[src/clle_pkg.sv]
// Shared codes for the circular linked list engine: command and status encodings.
// No dependencies; the files that use it refer to it by scoped names.
package clle_pkg;

  typedef logic [2:0] cmd_t;
  typedef logic [1:0] status_t;

  localparam cmd_t CMD_APPEND = 3'd0;
  localparam cmd_t CMD_INSERT_FRONT = 3'd1;
  localparam cmd_t CMD_FIRST = 3'd2;
  localparam cmd_t CMD_NEXT = 3'd3;
  localparam cmd_t CMD_REMOVE = 3'd4;

  localparam status_t ST_OK = 2'd0;
  localparam status_t ST_EMPTY = 2'd1;
  localparam status_t ST_FULL = 2'd2;
  localparam status_t ST_NOCUR = 2'd3;

endpackage

[src/clle_if.sv]
// Valid/ready channel interfaces for the command and result words.
// Depends on clle_pkg for the command and status types.
interface clle_in_if #(
  parameter int DATA_WIDTH = 32
) ();
  logic                  valid;
  logic                  ready;
  clle_pkg::cmd_t        command;
  logic [DATA_WIDTH-1:0] data_in;

  modport source(output valid, output command, output data_in, input ready);
  modport sink(input valid, input command, input data_in, output ready);
endinterface

interface clle_out_if #(
  parameter int DATA_WIDTH  = 32,
  parameter int COUNT_WIDTH = 5
) ();
  logic                   valid;
  logic                   ready;
  logic [DATA_WIDTH-1:0]  data_out;
  clle_pkg::status_t      status;
  logic [COUNT_WIDTH-1:0] count;

  modport source(output valid, output data_out, output status, output count, input ready);
  modport sink(input valid, input data_out, input status, input count, output ready);
endinterface

[src/circular_linked_list_engine_top.sv]
// Commands pass through the input register and the core; results wait in the result register.
// Throughput: one command per cycle without back pressure; clle_list_core keeps the list state.
// The input register refills in the same cycle it drains, so back pressure alone stalls intake.
// Reset (rst_n low, synchronous): empty list, no cursor, all slots free, both registers empty.
// Depends on clle_pkg, clle_if, clle_free_slot and clle_list_core.
module circular_linked_list_engine_top #(
  parameter int CAPACITY   = 16,
  parameter int DATA_WIDTH = 32
) (
  input  logic       clk,
  input  logic       rst_n,
  clle_in_if.sink    in_ch,
  clle_out_if.source out_ch
);

  localparam int CW = $clog2(CAPACITY + 1);

  // input register
  logic                  in_valid_r;
  clle_pkg::cmd_t        in_cmd_r;
  logic [DATA_WIDTH-1:0] in_data_r;

  // result register
  logic                  out_valid_r;
  logic [DATA_WIDTH-1:0] out_data_r;
  clle_pkg::status_t     out_status_r;
  logic [CW-1:0]         out_count_r;

  logic                  fire;
  logic [DATA_WIDTH-1:0] res_data;
  clle_pkg::status_t     res_status;
  logic [CW-1:0]         res_count;

  // advance a held command when the result slot is free or being emptied
  assign fire        = in_valid_r && (!out_valid_r || out_ch.ready);
  assign in_ch.ready = !in_valid_r || fire;

  clle_list_core #(
    .CAPACITY   (CAPACITY),
    .DATA_WIDTH (DATA_WIDTH)
  ) u_core (
    .clk        (clk),
    .rst_n      (rst_n),
    .fire       (fire),
    .cmd        (in_cmd_r),
    .data_in    (in_data_r),
    .res_data   (res_data),
    .res_status (res_status),
    .res_count  (res_count)
  );

  always_ff @(posedge clk) begin
    if (!rst_n) begin
      in_valid_r  <= 1'b0;
      out_valid_r <= 1'b0;
    end else begin
      // hold the input word until the core takes it
      if (in_ch.ready) in_valid_r <= in_ch.valid;
      // load a fresh result, or drop the old one once taken
      if (fire) out_valid_r <= 1'b1;
      else if (out_ch.ready) out_valid_r <= 1'b0;
    end
  end

  always_ff @(posedge clk) begin
    if (in_ch.ready && in_ch.valid) begin
      in_cmd_r  <= in_ch.command;
      in_data_r <= in_ch.data_in;
    end
    if (fire) begin
      out_data_r   <= res_data;
      out_status_r <= res_status;
      out_count_r  <= res_count;
    end
  end

  assign out_ch.valid    = out_valid_r;
  assign out_ch.data_out = out_data_r;
  assign out_ch.status   = out_status_r;
  assign out_ch.count    = out_count_r;

endmodule

[src/clle_free_slot.sv]
// Lowest-free-slot finder over the used-slot bitmap.
// No package dependencies.
module clle_free_slot #(
  parameter int CAPACITY = 16
) (
  input  logic [CAPACITY-1:0]         used,
  output logic [$clog2(CAPACITY)-1:0] slot_idx,
  output logic                        slot_found
);

  localparam int IW = $clog2(CAPACITY);

  always_comb begin
    slot_idx   = '0;
    slot_found = 1'b0;
    // scan from the top so the lowest free slot wins
    for (int i = CAPACITY - 1; i >= 0; i--) begin
      if (!used[i]) begin
        slot_idx   = IW'(i);
        slot_found = 1'b1;
      end
    end
  end

endmodule

[src/clle_list_core.sv]
// List state and single-pass command logic: node pool, bitmap, tail and cursor.
// Depends on clle_pkg and clle_free_slot.
module clle_list_core #(
  parameter int CAPACITY   = 16,
  parameter int DATA_WIDTH = 32
) (
  input  logic                             clk,
  input  logic                             rst_n,
  input  logic                             fire,
  input  clle_pkg::cmd_t                   cmd,
  input  logic [DATA_WIDTH-1:0]            data_in,
  output logic [DATA_WIDTH-1:0]            res_data,
  output clle_pkg::status_t                res_status,
  output logic [$clog2(CAPACITY+1)-1:0]    res_count
);

  localparam int IW = $clog2(CAPACITY);
  localparam int CW = $clog2(CAPACITY + 1);
  localparam logic [CW-1:0] CAP_CNT = CW'(CAPACITY);

  logic [DATA_WIDTH-1:0] node_data_r [CAPACITY];
  logic [IW-1:0]         node_link_r [CAPACITY];
  logic [CAPACITY-1:0]   slot_used_r, slot_used_nxt;
  logic [IW-1:0]         tail_r, tail_nxt;
  logic                  nonempty_r, nonempty_nxt;
  logic [IW-1:0]         cur_r, cur_nxt;
  logic [IW-1:0]         prv_r, prv_nxt;
  logic                  cur_valid_r, cur_valid_nxt;
  logic [CW-1:0]         count_r, count_nxt;

  logic [IW-1:0] free_idx;
  logic          free_found;

  logic          data_we;
  logic [IW-1:0] data_widx;
  logic          link_we_a, link_we_b;
  logic [IW-1:0] link_idx_a, link_val_a, link_idx_b, link_val_b;

  logic [IW-1:0] head_idx, cur_link, prv_link, rd_idx;

  clle_free_slot #(.CAPACITY(CAPACITY)) u_free (
    .used       (slot_used_r),
    .slot_idx   (free_idx),
    .slot_found (free_found)
  );

  assign head_idx = node_link_r[tail_r];
  assign cur_link = node_link_r[cur_r];
  assign prv_link = node_link_r[prv_r];
  assign rd_idx   = (cmd == clle_pkg::CMD_FIRST) ? head_idx :
                    (cmd == clle_pkg::CMD_NEXT)  ? cur_link : cur_r;

  always_comb begin
    slot_used_nxt = slot_used_r;
    tail_nxt      = tail_r;
    nonempty_nxt  = nonempty_r;
    cur_nxt       = cur_r;
    prv_nxt       = prv_r;
    cur_valid_nxt = cur_valid_r;
    count_nxt     = count_r;
    data_we       = 1'b0;
    data_widx     = free_idx;
    link_we_a     = 1'b0;
    link_idx_a    = free_idx;
    link_val_a    = free_idx;
    link_we_b     = 1'b0;
    link_idx_b    = tail_r;
    link_val_b    = free_idx;
    res_data      = '0;
    res_status    = clle_pkg::ST_OK;

    case (cmd)
      clle_pkg::CMD_APPEND, clle_pkg::CMD_INSERT_FRONT: begin
        if (count_r >= CAP_CNT || !free_found) begin
          res_status = clle_pkg::ST_FULL;
        end else begin
          data_we                 = 1'b1;
          slot_used_nxt[free_idx] = 1'b1;
          link_we_a               = 1'b1;
          count_nxt               = count_r + 1'b1;
          if (!nonempty_r) begin
            // lone node links to itself and becomes the tail
            tail_nxt     = free_idx;
            nonempty_nxt = 1'b1;
          end else begin
            link_val_a = head_idx;
            link_we_b  = 1'b1;
            if (cmd == clle_pkg::CMD_APPEND) tail_nxt = free_idx;
          end
        end
      end
      clle_pkg::CMD_FIRST: begin
        if (!nonempty_r) begin
          res_status = clle_pkg::ST_EMPTY;
        end else begin
          prv_nxt       = tail_r;
          cur_nxt       = head_idx;
          cur_valid_nxt = 1'b1;
          res_data      = node_data_r[rd_idx];
        end
      end
      clle_pkg::CMD_NEXT: begin
        if (!nonempty_r) begin
          res_status = clle_pkg::ST_EMPTY;
        end else if (!cur_valid_r || !slot_used_r[cur_r]) begin
          res_status = clle_pkg::ST_NOCUR;
        end else begin
          prv_nxt  = cur_r;
          cur_nxt  = cur_link;
          res_data = node_data_r[rd_idx];
        end
      end
      clle_pkg::CMD_REMOVE: begin
        if (!nonempty_r) begin
          res_status = clle_pkg::ST_EMPTY;
        end else if (!cur_valid_r || !slot_used_r[cur_r] || !slot_used_r[prv_r] ||
                     prv_link != cur_r) begin
          // stale predecessor or no cursor
          res_status = clle_pkg::ST_NOCUR;
        end else begin
          res_data = node_data_r[rd_idx];
          if (cur_r == tail_r) begin
            if (cur_link == cur_r) nonempty_nxt = 1'b0;
            else tail_nxt = prv_r;
          end
          link_we_a            = 1'b1;
          link_idx_a           = prv_r;
          link_val_a           = cur_link;
          slot_used_nxt[cur_r] = 1'b0;
          cur_nxt              = prv_r;
          if (count_r != '0) count_nxt = count_r - 1'b1;
          if (!nonempty_nxt) begin
            cur_valid_nxt = 1'b0;
            count_nxt     = '0;
          end
        end
      end
      default: begin
        // unknown command: no change
      end
    endcase

    res_count = count_nxt;
  end

  always_ff @(posedge clk) begin
    if (!rst_n) begin
      slot_used_r <= '0;
      tail_r      <= '0;
      nonempty_r  <= 1'b0;
      cur_r       <= '0;
      prv_r       <= '0;
      cur_valid_r <= 1'b0;
      count_r     <= '0;
    end else if (fire) begin
      slot_used_r <= slot_used_nxt;
      tail_r      <= tail_nxt;
      nonempty_r  <= nonempty_nxt;
      cur_r       <= cur_nxt;
      prv_r       <= prv_nxt;
      cur_valid_r <= cur_valid_nxt;
      count_r     <= count_nxt;
    end
  end

  // node pool carries no reset; entries are only read once written
  always_ff @(posedge clk) begin
    if (fire && data_we) node_data_r[data_widx] <= data_in;
    if (fire && link_we_a) node_link_r[link_idx_a] <= link_val_a;
    if (fire && link_we_b) node_link_r[link_idx_b] <= link_val_b;
  end

endmodule

[src/flat_wrapper.sv]
// flat-port wrapper written by rule: the top's interface ports become plain ports
module circular_linked_list_engine_top_flat 
#(
  parameter int CAPACITY   = 16,
  parameter int DATA_WIDTH = 32
)
  (clk, rst_n, in_ch_valid, in_ch_command, in_ch_data_in, in_ch_ready, out_ch_valid, out_ch_data_out, out_ch_status, out_ch_count, out_ch_ready);
  clle_in_if #(.DATA_WIDTH(DATA_WIDTH)) in_ch_i ();
  clle_out_if #(.DATA_WIDTH(DATA_WIDTH)) out_ch_i ();
  input  logic clk;
  input  logic rst_n;
  input wire logic [$bits(in_ch_i.valid)-1:0] in_ch_valid;
  input wire logic [$bits(in_ch_i.command)-1:0] in_ch_command;
  input wire logic [$bits(in_ch_i.data_in)-1:0] in_ch_data_in;
  output wire logic [$bits(in_ch_i.ready)-1:0] in_ch_ready;
  output wire logic [$bits(out_ch_i.valid)-1:0] out_ch_valid;
  output wire logic [$bits(out_ch_i.data_out)-1:0] out_ch_data_out;
  output wire logic [$bits(out_ch_i.status)-1:0] out_ch_status;
  output wire logic [$bits(out_ch_i.count)-1:0] out_ch_count;
  input wire logic [$bits(out_ch_i.ready)-1:0] out_ch_ready;
  assign in_ch_i.valid = in_ch_valid;
  assign in_ch_i.command = in_ch_command;
  assign in_ch_i.data_in = in_ch_data_in;
  assign in_ch_ready = in_ch_i.ready;
  assign out_ch_valid = out_ch_i.valid;
  assign out_ch_data_out = out_ch_i.data_out;
  assign out_ch_status = out_ch_i.status;
  assign out_ch_count = out_ch_i.count;
  assign out_ch_i.ready = out_ch_ready;
  circular_linked_list_engine_top #(.CAPACITY(CAPACITY), .DATA_WIDTH(DATA_WIDTH)) u_core (.clk(clk), .rst_n(rst_n), .in_ch(in_ch_i), .out_ch(out_ch_i));
endmodule
[config.mk]
export PLATFORM = sky130hd
export DESIGN_NAME = circular_linked_list_engine_top_flat
export DESIGN_NICKNAME = d
export VERILOG_FILES = /design/src/clle_pkg.sv /design/src/clle_if.sv /design/src/circular_linked_list_engine_top.sv /design/src/clle_free_slot.sv /design/src/clle_list_core.sv /design/src/flat_wrapper.sv
export SDC_FILE = /design/constraint.sdc
export NUM_CORES = 1
export LEC_CHECK = 0
export BUFFER_PORTS_ARGS = -buffer_cell sky130_fd_sc_hd__buf_2
export CORE_MARGIN = 2
export CORE_UTILIZATION = 30
export DETAILED_ROUTE_END_ITERATION = 12
export PLACE_DENSITY = 0.54
export SYNTH_ARGS = -nofsm -noshare
export SYNTH_HDL_FRONTEND = slang
export SYNTH_SLANG_ARGS = --single-unit
[constraint.sdc]
create_clock -name clk -period 4.9 [get_ports clk]
set_clock_uncertainty 0.2 [all_clocks]
set_input_delay 1.225 -clock clk [delete_from_list [all_inputs] [get_ports clk]]
set_output_delay 1.225 -clock clk [all_outputs]
set_load 0.01 [all_outputs]
==> results.tsv, run 1 <==
stage	metric	value	unit
power_and_ir_drop	worst vdd ir	0.262	mV
clocking	clock latency on the worst-skew pair	0.64	ns
clocking	clock slew at reported path FFs	0.06	ns
die	I/O pin count	80	
global_route	initial antenna violation count	2	
global_route	first-pass GRT wire length	124000	µm
die	die width	319	µm
clocking	CTS max path bufs	3	
finish	n_diodes	0	
route	Vias/cell	5.36	
outcome	status	completed	
sta	Worst-Margin Slew	0.938	ns
sta	Fmax achieved	214	MHz
synth	Post-synth top flop	edfxtp_1	
synth	synth unique cells	70	
route	Detail Route Antenna Nets	0	
route	DRT Pass-1 Iters	5	
finish	share of cells above drive strength 1	19.2	%
flow_run	max-cap viol count	0	
critical_path	Reg2Reg Depth	10	
synth	synth top area cells	edfxtp_1, mux2i_1, mux4_2	
synth	Yosys top cell by area	edfxtp_1	
synth	number of flops mapped to enable cells by yosys	650	
synth	Cells after Synth	1999	
power_and_ir_drop	Power Density	370	mW/mm²
sta	Hold Fails Final Rpt	0	
min_path	hold path endpoint	u_core.u_core.cur_valid_r$_SDFFE_PN0P_	
global_route	GRT Total Usage	16.3	%
critical_path	crit-path max FO	8	
global_route	number of global-route vias before repair	18700	
die	Die ar.	0.102	mm²
power_and_ir_drop	leakage power figure	11.5	nW
sta	RSZ-0062 raised after global routing	false	
sta	Setup-failing EPs final	0	
route	initial DRC count	1871	
finish	synthesis-to-layout area growth	17.8	%
critical_path	FF-to-FF End	u_core.u_core.node_link_r[15][2]$_DFFE_PP_	
clocking	H-tree Lvls	3	
finish	most frequent cells in the layout	edfxtp_1, nand2_1, mux2i_1	
clocking	root buf cell	clkbuf_16	
critical_path	Worst Setup Path Type	flip-flop to flip-flop	
clocking	CTS tree	yes	
critical_path	CP endpoint kind	flip-flop	
die	initial core utilization	30.3	%
clocking	Num CTS Buffers	76	
place	GP Congestion	0.894	
synth	synthesized flop and latch total	699	
place	Final HPWL DP	52600	µm
global_route	pin count of the biggest net entering global routing	50	
die	Site Rows	115	
synth	asr flop ratio synth	0	%
sta	final period demand of the worst path	4.68	ns
critical_path	Worst Path Required	4.96	ns
critical_path	CP startpoint kind	flip-flop	
synth	Netlist Area Pre-Place	0.0297	mm²
route	wire per inst	24.3	µm
clocking	CTS sink count	699	
synth	Syn Nets	2040	
synth	Synth Area per Inst	14.9	µm²
sta	Slew Limit Fails	0	
min_path	Hold Crit Class	flip-flop to flip-flop	
die	Die Ht	319	µm
synth	sequential area share after synthesis	68.9	%
finish	Layout Nets	2163	
synth	YS warnings	0	
power_and_ir_drop	total power	13.0	mW
sta	Final Cycle Share	95.6	%
place	pre-CTS WS	0.126	ns
sta	slew margin rel.	37.4	%
critical_path	Reg2Reg Setup Slack	0.22	ns
min_path	worst hold start	u_core.u_core.cur_valid_r$_SDFFE_PN0P_	
finish	most common cell after layout, fill and taps aside	edfxtp_1	
die	Core Box Area	0.0983	mm²
sta	Final WS setup	0.217	ns
place	Buffers on Ports	79	
finish	final-layout fill cell count	9221	
synth	Yosys top cell area share	65.6	%
critical_path	Data arrival, critical path	4.75	ns
route	drc violations	0	
sta	hold_ws	0.275	ns
global_route	grt ovf	0	
route	vias	18600	
min_path	worst hold path cell count	2	
route	Total Wirelength	84500	µm
## cell usage after synthesis (all sizes together), types with 23 or more instances
master,number
nor2,65
o211ai,43
edfxtp,650
buf,44
o21ai,28
mux2i,201
a32oi,35
o221ai,33
a22oi,44
a21oi,132
mux4,58
dfxtp,49
nor3,23
a22o,65
nand2,226
clkbuf,100
## cells by family after synthesis
family,synth area share (%)
DFF,68.9
muxes,11.4
and+or+nand+nor,5.76
AOI/OAI and AO/OA,11.4
buffers and inverters,2.20
xor gates and xnor gates,0.265
adders and majority gates,0.0841
## final cells by class
class                           instances  area [µm²]  share of cell area (%)
Clock buffer                           95        2080                    5.92
Clock inverter                         44         474                    1.35
Inverter                               20        75.1                   0.214
Multi-Input combinational cell       1136        8820                    25.2
Sequential cell                       699       20500                    58.5
Tap cell                             1287        1610                    4.60
Timing Repair Buffer                  189        1480                    4.24
## worst max-delay path, stage by stage, from the launching register on
cell	delay (ns)
dfxtp_1	0.62
buf_4	0.25
mux4_2	0.50
mux4_2	0.48
xnor2_1	0.19
nand2_1	0.07
or4_1	0.45
or2_1	0.51
mux2i_2	0.31
nand2b_1	0.26
o21ai_0	0.47
## stage by stage
stage	cell area, µm²	cells	setup TNS [ns]	util [%]
floorplan	29800	1999	-30.22	-
global placement	32500	3331	0	33.1
detailed placement	32500	3331	0	33.1
CTS	35000	3470	0	35.6
global route	35000	3470	0	35.6
finish	35000	3470	0	35.6
## flip-flops by register name, indices dropped and copies added, names as in the netlist, named ones only
name and count:
u_core.in_cmd_r 3, u_core.in_valid_r 1, u_core.out_ch.count 5, u_core.u_core.cur_r 4, u_core.u_core.node_link_r 64, u_core.out_ch.data_out 32
u_core.in_data_r 32, u_core.u_core.prv_r 4, u_core.out_ch.valid 1, u_core.u_core.node_data_r 512, u_core.u_core.cur_valid_r 1, u_core.out_ch.status 2
u_core.u_core.nonempty_r 1, u_core.u_core.link_idx_b 4, u_core.u_core.count_r 5, u_core.u_core.slot_used_r 16
## what timing repair did
| item | CTS | global route |
|---|---|---|
| endpoints found under the hold margin | 0 | 0 |
| gates resized for setup | 0 | 2 |
| setup endpoints to repair | 0 | 28 |
| hold buffers | 0 | 0 |
| buffers inserted | 0 | 0 |
## routing by layer
layer / vias to the layer above / routed length, µm / track usage, % / part of all wire, %
met3: 137 / 5840 / 2.95 / 6.9
met2: 731 / 39800 / 26.5 / 47
met1: 9522 / 36900 / 22.3 / 44
met4: 2 / 2010 / 4.94 / 2.4
li1: 8202 / - / - / -
met5: - / 7 / 0 / 0.0083
## report_power, final
group,internal (mW),switching (mW)
Sequential,6.56,0.0876
Clock,3.36,2.41
Combinational,0.200,0.352
## how the worst max path moves through the flow
stage                 start                                         end  slack, ns  cells past startpoint
2_1_floorplan  out_ch_ready  u_core.u_core.slot_used_r[12]$_SDFFE_PN0P_      -0.30                      7
3_3_place_gp      flip-flop   u_core.u_core.node_link_r[1][1]$_DFFE_PP_       0.12                     10
3_5_place_dp      flip-flop   u_core.u_core.node_link_r[1][1]$_DFFE_PP_       0.13                     10
4_1_cts           flip-flop   u_core.u_core.node_link_r[1][1]$_DFFE_PP_       0.12                     10
5_1_grt           flip-flop   u_core.u_core.node_link_r[1][2]$_DFFE_PP_       0.02                     10
6_report          flip-flop  u_core.u_core.node_link_r[15][2]$_DFFE_PP_       0.22                     10
No activity file was read; power rests on OpenSTA's default activity.
==> run 2: changes to the inputs <==
--- a/config.mk
+++ b/config.mk
@@ -6,10 +6,12 @@
 export NUM_CORES = 1
 export LEC_CHECK = 0
 export BUFFER_PORTS_ARGS = -buffer_cell sky130_fd_sc_hd__buf_2
-export CORE_MARGIN = 2
+export CORE_MARGIN = 8
 export CORE_UTILIZATION = 30
 export DETAILED_ROUTE_END_ITERATION = 12
+export GPL_TIMING_DRIVEN = 0
 export PLACE_DENSITY = 0.54
+export SLEW_MARGIN = 15
 export SYNTH_ARGS = -nofsm -noshare
 export SYNTH_HDL_FRONTEND = slang
 export SYNTH_SLANG_ARGS = --single-unit
==> results.tsv, run 2 (synthesis results as in run 1) <==
stage	metric	value	unit
clocking	Num CTS Buffers	76	
power_and_ir_drop	internal power	10.0	mW
power_and_ir_drop	register share of total power	51.7	%
sta	Final Cycle Share	96.8	%
critical_path	crit-path most repeated cell	buf_2	
clocking	H-tree Lvls	3	
route	Detail Route Antenna Nets	0	
route	Total Wirelength	88700	µm
min_path	worst hold start	u_core.u_core.cur_valid_r$_SDFFE_PN0P_	
critical_path	Worst Setup Path Type	flip-flop to flip-flop	
clocking	clock latency on the worst-skew pair	0.64	ns
power_and_ir_drop	Power Density	367	mW/mm²
finish	Largest Register	u_core.u_core.node_data_r	
sta	final period demand of the worst path	4.75	ns
critical_path	CP endpoint kind	flip-flop	
clocking	CTS tree	yes	
route	initial DRC count	2040	
die	Die Ht	331	µm
power_and_ir_drop	power share of the clock group	43.8	%
power_and_ir_drop	Psw	2.83	mW
power_and_ir_drop	leakage power figure	11.4	nW
critical_path	crit-path max FO	10	
finish	fin util	35.6	%
route	wire per inst	25.0	µm
finish	most frequent cells in the layout	edfxtp_1, nand2_1, mux2i_1	
global_route	GRT Total Usage	15.8	%
flow_run	max-cap viol count	0	
critical_path	CP cell instances	buf_2, mux4_2, mux4_2, xnor2_1, nand2_1, or4_1, buf_2, or2_1, buf_6, a21boi_2, nand2_1, buf_2, o221ai_1	
critical_path	Data arrival, critical path	4.93	ns
finish	most common cell after layout, fill and taps aside	edfxtp_1	
die	die width	331	µm
sta	slew margin rel.	22.7	%
sta	Setup-failing EPs final	0	
die	Core Box Area	0.0983	mm²
finish	max reg flops	512	
sta	RSZ-0062 raised after global routing	false	
sta	Worst-Margin Slew	1.15	ns
die	Die ar.	0.109	mm²
clocking	cts hold-fix bufs	0	
power_and_ir_drop	part of the power in combinational logic	4.5	%
power_and_ir_drop	worst vdd ir	0.219	mV
clocking	post-CTS setup buffers	0	
finish	Layout Nets	2239	
finish	Largest regs	u_core.u_core.node_data_r: 512 flops, u_core.u_core.node_link_r: 64 flops	
route	vias	19100	
clocking	clock slew at reported path FFs	0.06	ns
critical_path	CP startpoint kind	flip-flop	
finish	synthesis-to-layout area growth	17.7	%
critical_path	CP peak stage delay	0.53	ns
place	Buffers on Ports	78	
power_and_ir_drop	total power	12.8	mW
finish	n_diodes	0	
sta	Fmax achieved	211	MHz
critical_path	Critical-path top delay cell	mux4_2	
die	initial core utilization	30.3	%
global_route	first-pass GRT wire length	128000	µm
place	Final HPWL DP	62300	µm
sta	Hold Fails Final Rpt	0	
clocking	CTS sink count	699	
route	Vias/cell	5.38	
power_and_ir_drop	Net Sw Frac	22.0	%
die	Site Rows	115	
critical_path	Worst Path Required	5.09	ns
global_route	number of global-route vias before repair	18900	
clocking	root buf cell	clkbuf_16	
global_route	grt ovf	0	
sta	Slew Limit Fails	0	
die	I/O pin count	80	
route	DRT Pass-1 Iters	5	
route	drc violations	0	
place	GP Congestion	0.895	
global_route	initial antenna violation count	4	
finish	share of cells above drive strength 1	16.3	%
min_path	Hold Crit Class	flip-flop to flip-flop	
clocking	post-CTS sizing	18	
outcome	status	completed	
clocking	CTS max path bufs	3	
global_route	pin count of the biggest net entering global routing	36	
-- run 2: per-layer routing --
metal | part of all wire [%] | global-route usage (%)
met1 | 44 | 22.0
met2 | 46 | 24.6
met5 | 0.026 | 0
met4 | 2.4 | 4.90
met3 | 8.3 | 3.11
-- run 2: final timing paths --
| check | endpoint | slack (ns) | cells past startpoint |
|---|---|---|---|
| worst max-delay path | u_core.out_ch.data_out[5]$_DFFE_PP_ | 0.15 | 13 |
| worst min register to register | u_core.u_core.cur_valid_r$_SDFFE_PN0P_ | 0.26 | 2 |
| worst max register to register | u_core.out_ch.data_out[5]$_DFFE_PP_ | 0.15 | 13 |
| worst min-delay path | u_core.u_core.cur_valid_r$_SDFFE_PN0P_ | 0.26 | 2 |
-- run 2: critical path, delay by kind of cell, from the launching register on --
| family | cells | cell delay, ns |
|---|---|---|
| simple gates | 4 | 1.13 |
| buf+inv | 4 | 1.07 |
| mux | 2 | 0.88 |
| compound gates | 2 | 0.62 |
| flops | 1 | 0.44 |
| xor+xnor | 1 | 0.15 |
-- run 2: through the flow --
stage | cell area (µm²) | cells | setup TNS, ns | hold slack [ns] | setup WS, ns
6_report | 35000 | 3546 | 0 | 0.263 | 0.154
5_1_grt | 35000 | 3546 | 0 | 0.277 | 0.0192
4_1_cts | 35000 | 3546 | 0 | 0.265 | 0.0415
3_5_place_dp | 32500 | 3407 | -7.92 | 0.249 | -0.305
3_3_place_gp | 31800 | 3364 | -1265.64 | 0.253 | -4.26
2_1_floorplan | 29800 | 1999 | -30.22 | 0.232 | -0.297
-- run 2: final cells by class --
cell class              count  area [µm²]
inverters                  20        75.1
clock inverters            33         349
clock buffers             106        2090
repair buffers            121         996
fillers                  9263       63300
multi-input cells        1136        8760
flip-flops and latches    699       20500
well taps                1287        1610
plain buffers             144         621
-- run 2: power by group through the flow --
| stage | clock network [mW] | logic [mW] | registers, mW |
|---|---|---|---|
| after floorplan | 0 | 0.335 | 6.73 |
| after global placement | 0 | 0.556 | 6.76 |
| after detailed placement | 0 | 0.571 | 6.76 |
| after CTS | 5.72 | 0.575 | 6.63 |
| after global routing | 5.93 | 0.618 | 6.64 |
| final | 5.63 | 0.578 | 6.63 |
==> run 3: changes to the inputs <==
--- a/config.mk
+++ b/config.mk
@@ -6,11 +6,10 @@
 export NUM_CORES = 1
 export LEC_CHECK = 0
 export BUFFER_PORTS_ARGS = -buffer_cell sky130_fd_sc_hd__buf_2
-export CORE_MARGIN = 8
 export CORE_UTILIZATION = 30
 export DETAILED_ROUTE_END_ITERATION = 12
 export GPL_TIMING_DRIVEN = 0
-export PLACE_DENSITY = 0.54
+export PLACE_DENSITY = 0.52
 export SLEW_MARGIN = 15
 export SYNTH_ARGS = -nofsm -noshare
 export SYNTH_HDL_FRONTEND = slang
==> constraint.sdc (replaced) <==
create_clock -name clk -period 5.4 [get_ports clk]
set_clock_uncertainty 0.2 [all_clocks]
set_input_delay 1.35 -clock clk [delete_from_list [all_inputs] [get_ports clk]]
set_output_delay 1.35 -clock clk [all_outputs]
set_load 0.01 [all_outputs]
==> results.tsv, run 3 (synthesis results as in run 1) <==
stage	metric	value	unit
power_and_ir_drop	power share of the clock group	43.3	%
clocking	CTS max path bufs	3	
finish	Final Non-Filler Cells	3551	
clocking	H-tree Lvls	3	
sta	Fmax achieved	190	MHz
place	Placement Cell Area	0.0324	mm²
sta	Slew Limit Fails	0	
place	pre-CTS WS	0.151	ns
power_and_ir_drop	Psw	2.58	mW
global_route	number of global-route vias before repair	18700	
route	DRT Pass-1 Iters	9	
clocking	cts hold-fix bufs	0	
min_path	Hold Crit Class	flip-flop to flip-flop	
route	Vias/cell	5.38	
critical_path	Data arrival, critical path	5.37	ns
place	Final HPWL DP	62600	µm
clocking	clock slew at reported path FFs	0.06	ns
power_and_ir_drop	Net Sw Frac	22.4	%
global_route	pin count of the biggest net entering global routing	36	
outcome	status	finished, violations left	
critical_path	Worst Setup Path Type	flip-flop to flip-flop	
finish	Layout Nets	2244	
die	Core Box Area	0.0983	mm²
critical_path	CP endpoint kind	flip-flop	
critical_path	FF-to-FF End	u_core.out_ch.data_out[29]$_DFFE_PP_	
critical_path	Critical Path End	u_core.out_ch.data_out[29]$_DFFE_PP_	
clocking	root buf cell	clkbuf_16	
place	Inst Count DP	3411	
sta	Hold Fails Final Rpt	0	
critical_path	Reg2Reg Setup Slack	0.14	ns
die	Die Ht	317	µm
power_and_ir_drop	internal power	8.96	mW
flow_run	max-cap viol count	0	
critical_path	CP startpoint kind	flip-flop	
power_and_ir_drop	leakage power figure	11.3	nW
outcome	failing checks	DRC	
power_and_ir_drop	worst vdd ir	0.231	mV
power_and_ir_drop	register share of total power	52.2	%
global_route	grt ovf	0	
clocking	CTS sink count	699	
power_and_ir_drop	part of the power in combinational logic	4.5	%
sta	setup TNS	0	ns
critical_path	crit-path max FO	10	
sta	Final Cycle Share	97.5	%
route	wire per inst	25.2	µm
sta	slew margin rel.	23.8	%
die	Site Rows	115	
global_route	GRT Total Usage	17.6	%
power_and_ir_drop	Power Density	332	mW/mm²
finish	fin util	35.4	%
clocking	CTS tree	yes	
sta	Worst-Margin Slew	1.14	ns
critical_path	Worst Path Required	5.51	ns
finish	synthesis-to-layout area growth	17.0	%
clocking	Num CTS Buffers	77	
sta	RSZ-0062 raised after global routing	false	
finish	Finished Cell Area	0.0348	mm²
sta	hold_ws	0.272	ns
route	initial DRC count	2046	
die	die width	317	µm
clocking	post-CTS sizing	0	
sta	final period demand of the worst path	5.26	ns
clocking	clock latency on the worst-skew pair	0.63	ns
power_and_ir_drop	total power	11.5	mW
die	Die ar.	0.100	mm²
critical_path	Reg2Reg Depth	13	
finish	share of cells above drive strength 1	15.7	%
route	Total Wirelength	89400	µm
finish	Largest regs	u_core.u_core.node_data_r: 512 flops, u_core.u_core.node_link_r: 64 flops	
die	I/O pin count	80	
place	Buffers on Ports	78	
finish	most frequent cells in the layout	edfxtp_1, nand2_1, mux2i_1	
global_route	first-pass GRT wire length	129000	µm
finish	most common cell after layout, fill and taps aside	edfxtp_1	
sta	Setup-failing EPs final	0	
global_route	initial antenna violation count	2	
route	drc violations	2	
route	Detail Route Antenna Nets	0	
finish	Largest Register	u_core.u_core.node_data_r	
place	GP Congestion	0.909	
clocking	post-CTS setup buffers	0	
route	vias	19100	
sta	Final WS setup	0.135	ns
die	initial core utilization	30.3	%
finish	max reg flops	512	
==> run 3: worst min-delay path by stage <==
stage | to | cells past startpoint | startpoint
after global placement | u_core.u_core.cur_valid_r$_SDFFE_PN0P_ | 2 | u_core.u_core.cur_valid_r$_SDFFE_PN0P_
after detailed placement | u_core.u_core.cur_valid_r$_SDFFE_PN0P_ | 2 | u_core.u_core.cur_valid_r$_SDFFE_PN0P_
after CTS | u_core.u_core.cur_valid_r$_SDFFE_PN0P_ | 2 | u_core.u_core.cur_valid_r$_SDFFE_PN0P_
final | u_core.u_core.cur_valid_r$_SDFFE_PN0P_ | 2 | u_core.u_core.cur_valid_r$_SDFFE_PN0P_
after global routing | u_core.u_core.cur_valid_r$_SDFFE_PN0P_ | 2 | u_core.u_core.cur_valid_r$_SDFFE_PN0P_
after floorplan | u_core.u_core.cur_valid_r$_SDFFE_PN0P_ | 2 | u_core.u_core.cur_valid_r$_SDFFE_PN0P_
==> run 3: per-layer routing <==
layer	track usage, %	routed length, µm
met1	25.4	40700
met2	26.8	39900
met5	0	8
met4	5.23	2060
met3	3.20	6710
==> run 3: cell type report <==
| cell class | instances | area, µm² |
|---|---|---|
| Buffer | 144 | 586 |
| Tap cell | 1287 | 1610 |
| Clock buffer | 93 | 2030 |
| Multi-Input combinational cell | 1136 | 8700 |
| Timing Repair Buffer | 125 | 921 |
| Fill cell | 9318 | 63500 |
| Sequential cell | 699 | 20500 |
| Antenna cell | 1 | 2.50 |
| Inverter | 20 | 75.1 |
| Clock inverter | 46 | 364 |
==> run 3: power groups by stage <==
stage | clock network, mW | logic [mW] | registers [mW]
2_1_floorplan | 0 | 0.304 | 6.11
3_3_place_gp | 0 | 0.509 | 6.13
3_5_place_dp | 0 | 0.523 | 6.14
4_1_cts | 5.11 | 0.525 | 6.02
5_1_grt | 5.31 | 0.564 | 6.03
6_report | 5.00 | 0.524 | 6.02
==> run 3: critical path: stages (launching register included) <==
cell and delay, ns:
dfxtp_1 0.41, buf_1 0.52, mux4_2 0.41, a22oi_1 0.22, nand2_1 0.19, a211o_1 0.36
o21a_1 0.11, clkbuf_1 0.22, buf_1 0.54, nor2_1 0.43, clkbuf_1 0.62, a32oi_1 0.17
o211ai_1 0.23, o221ai_1 0.29
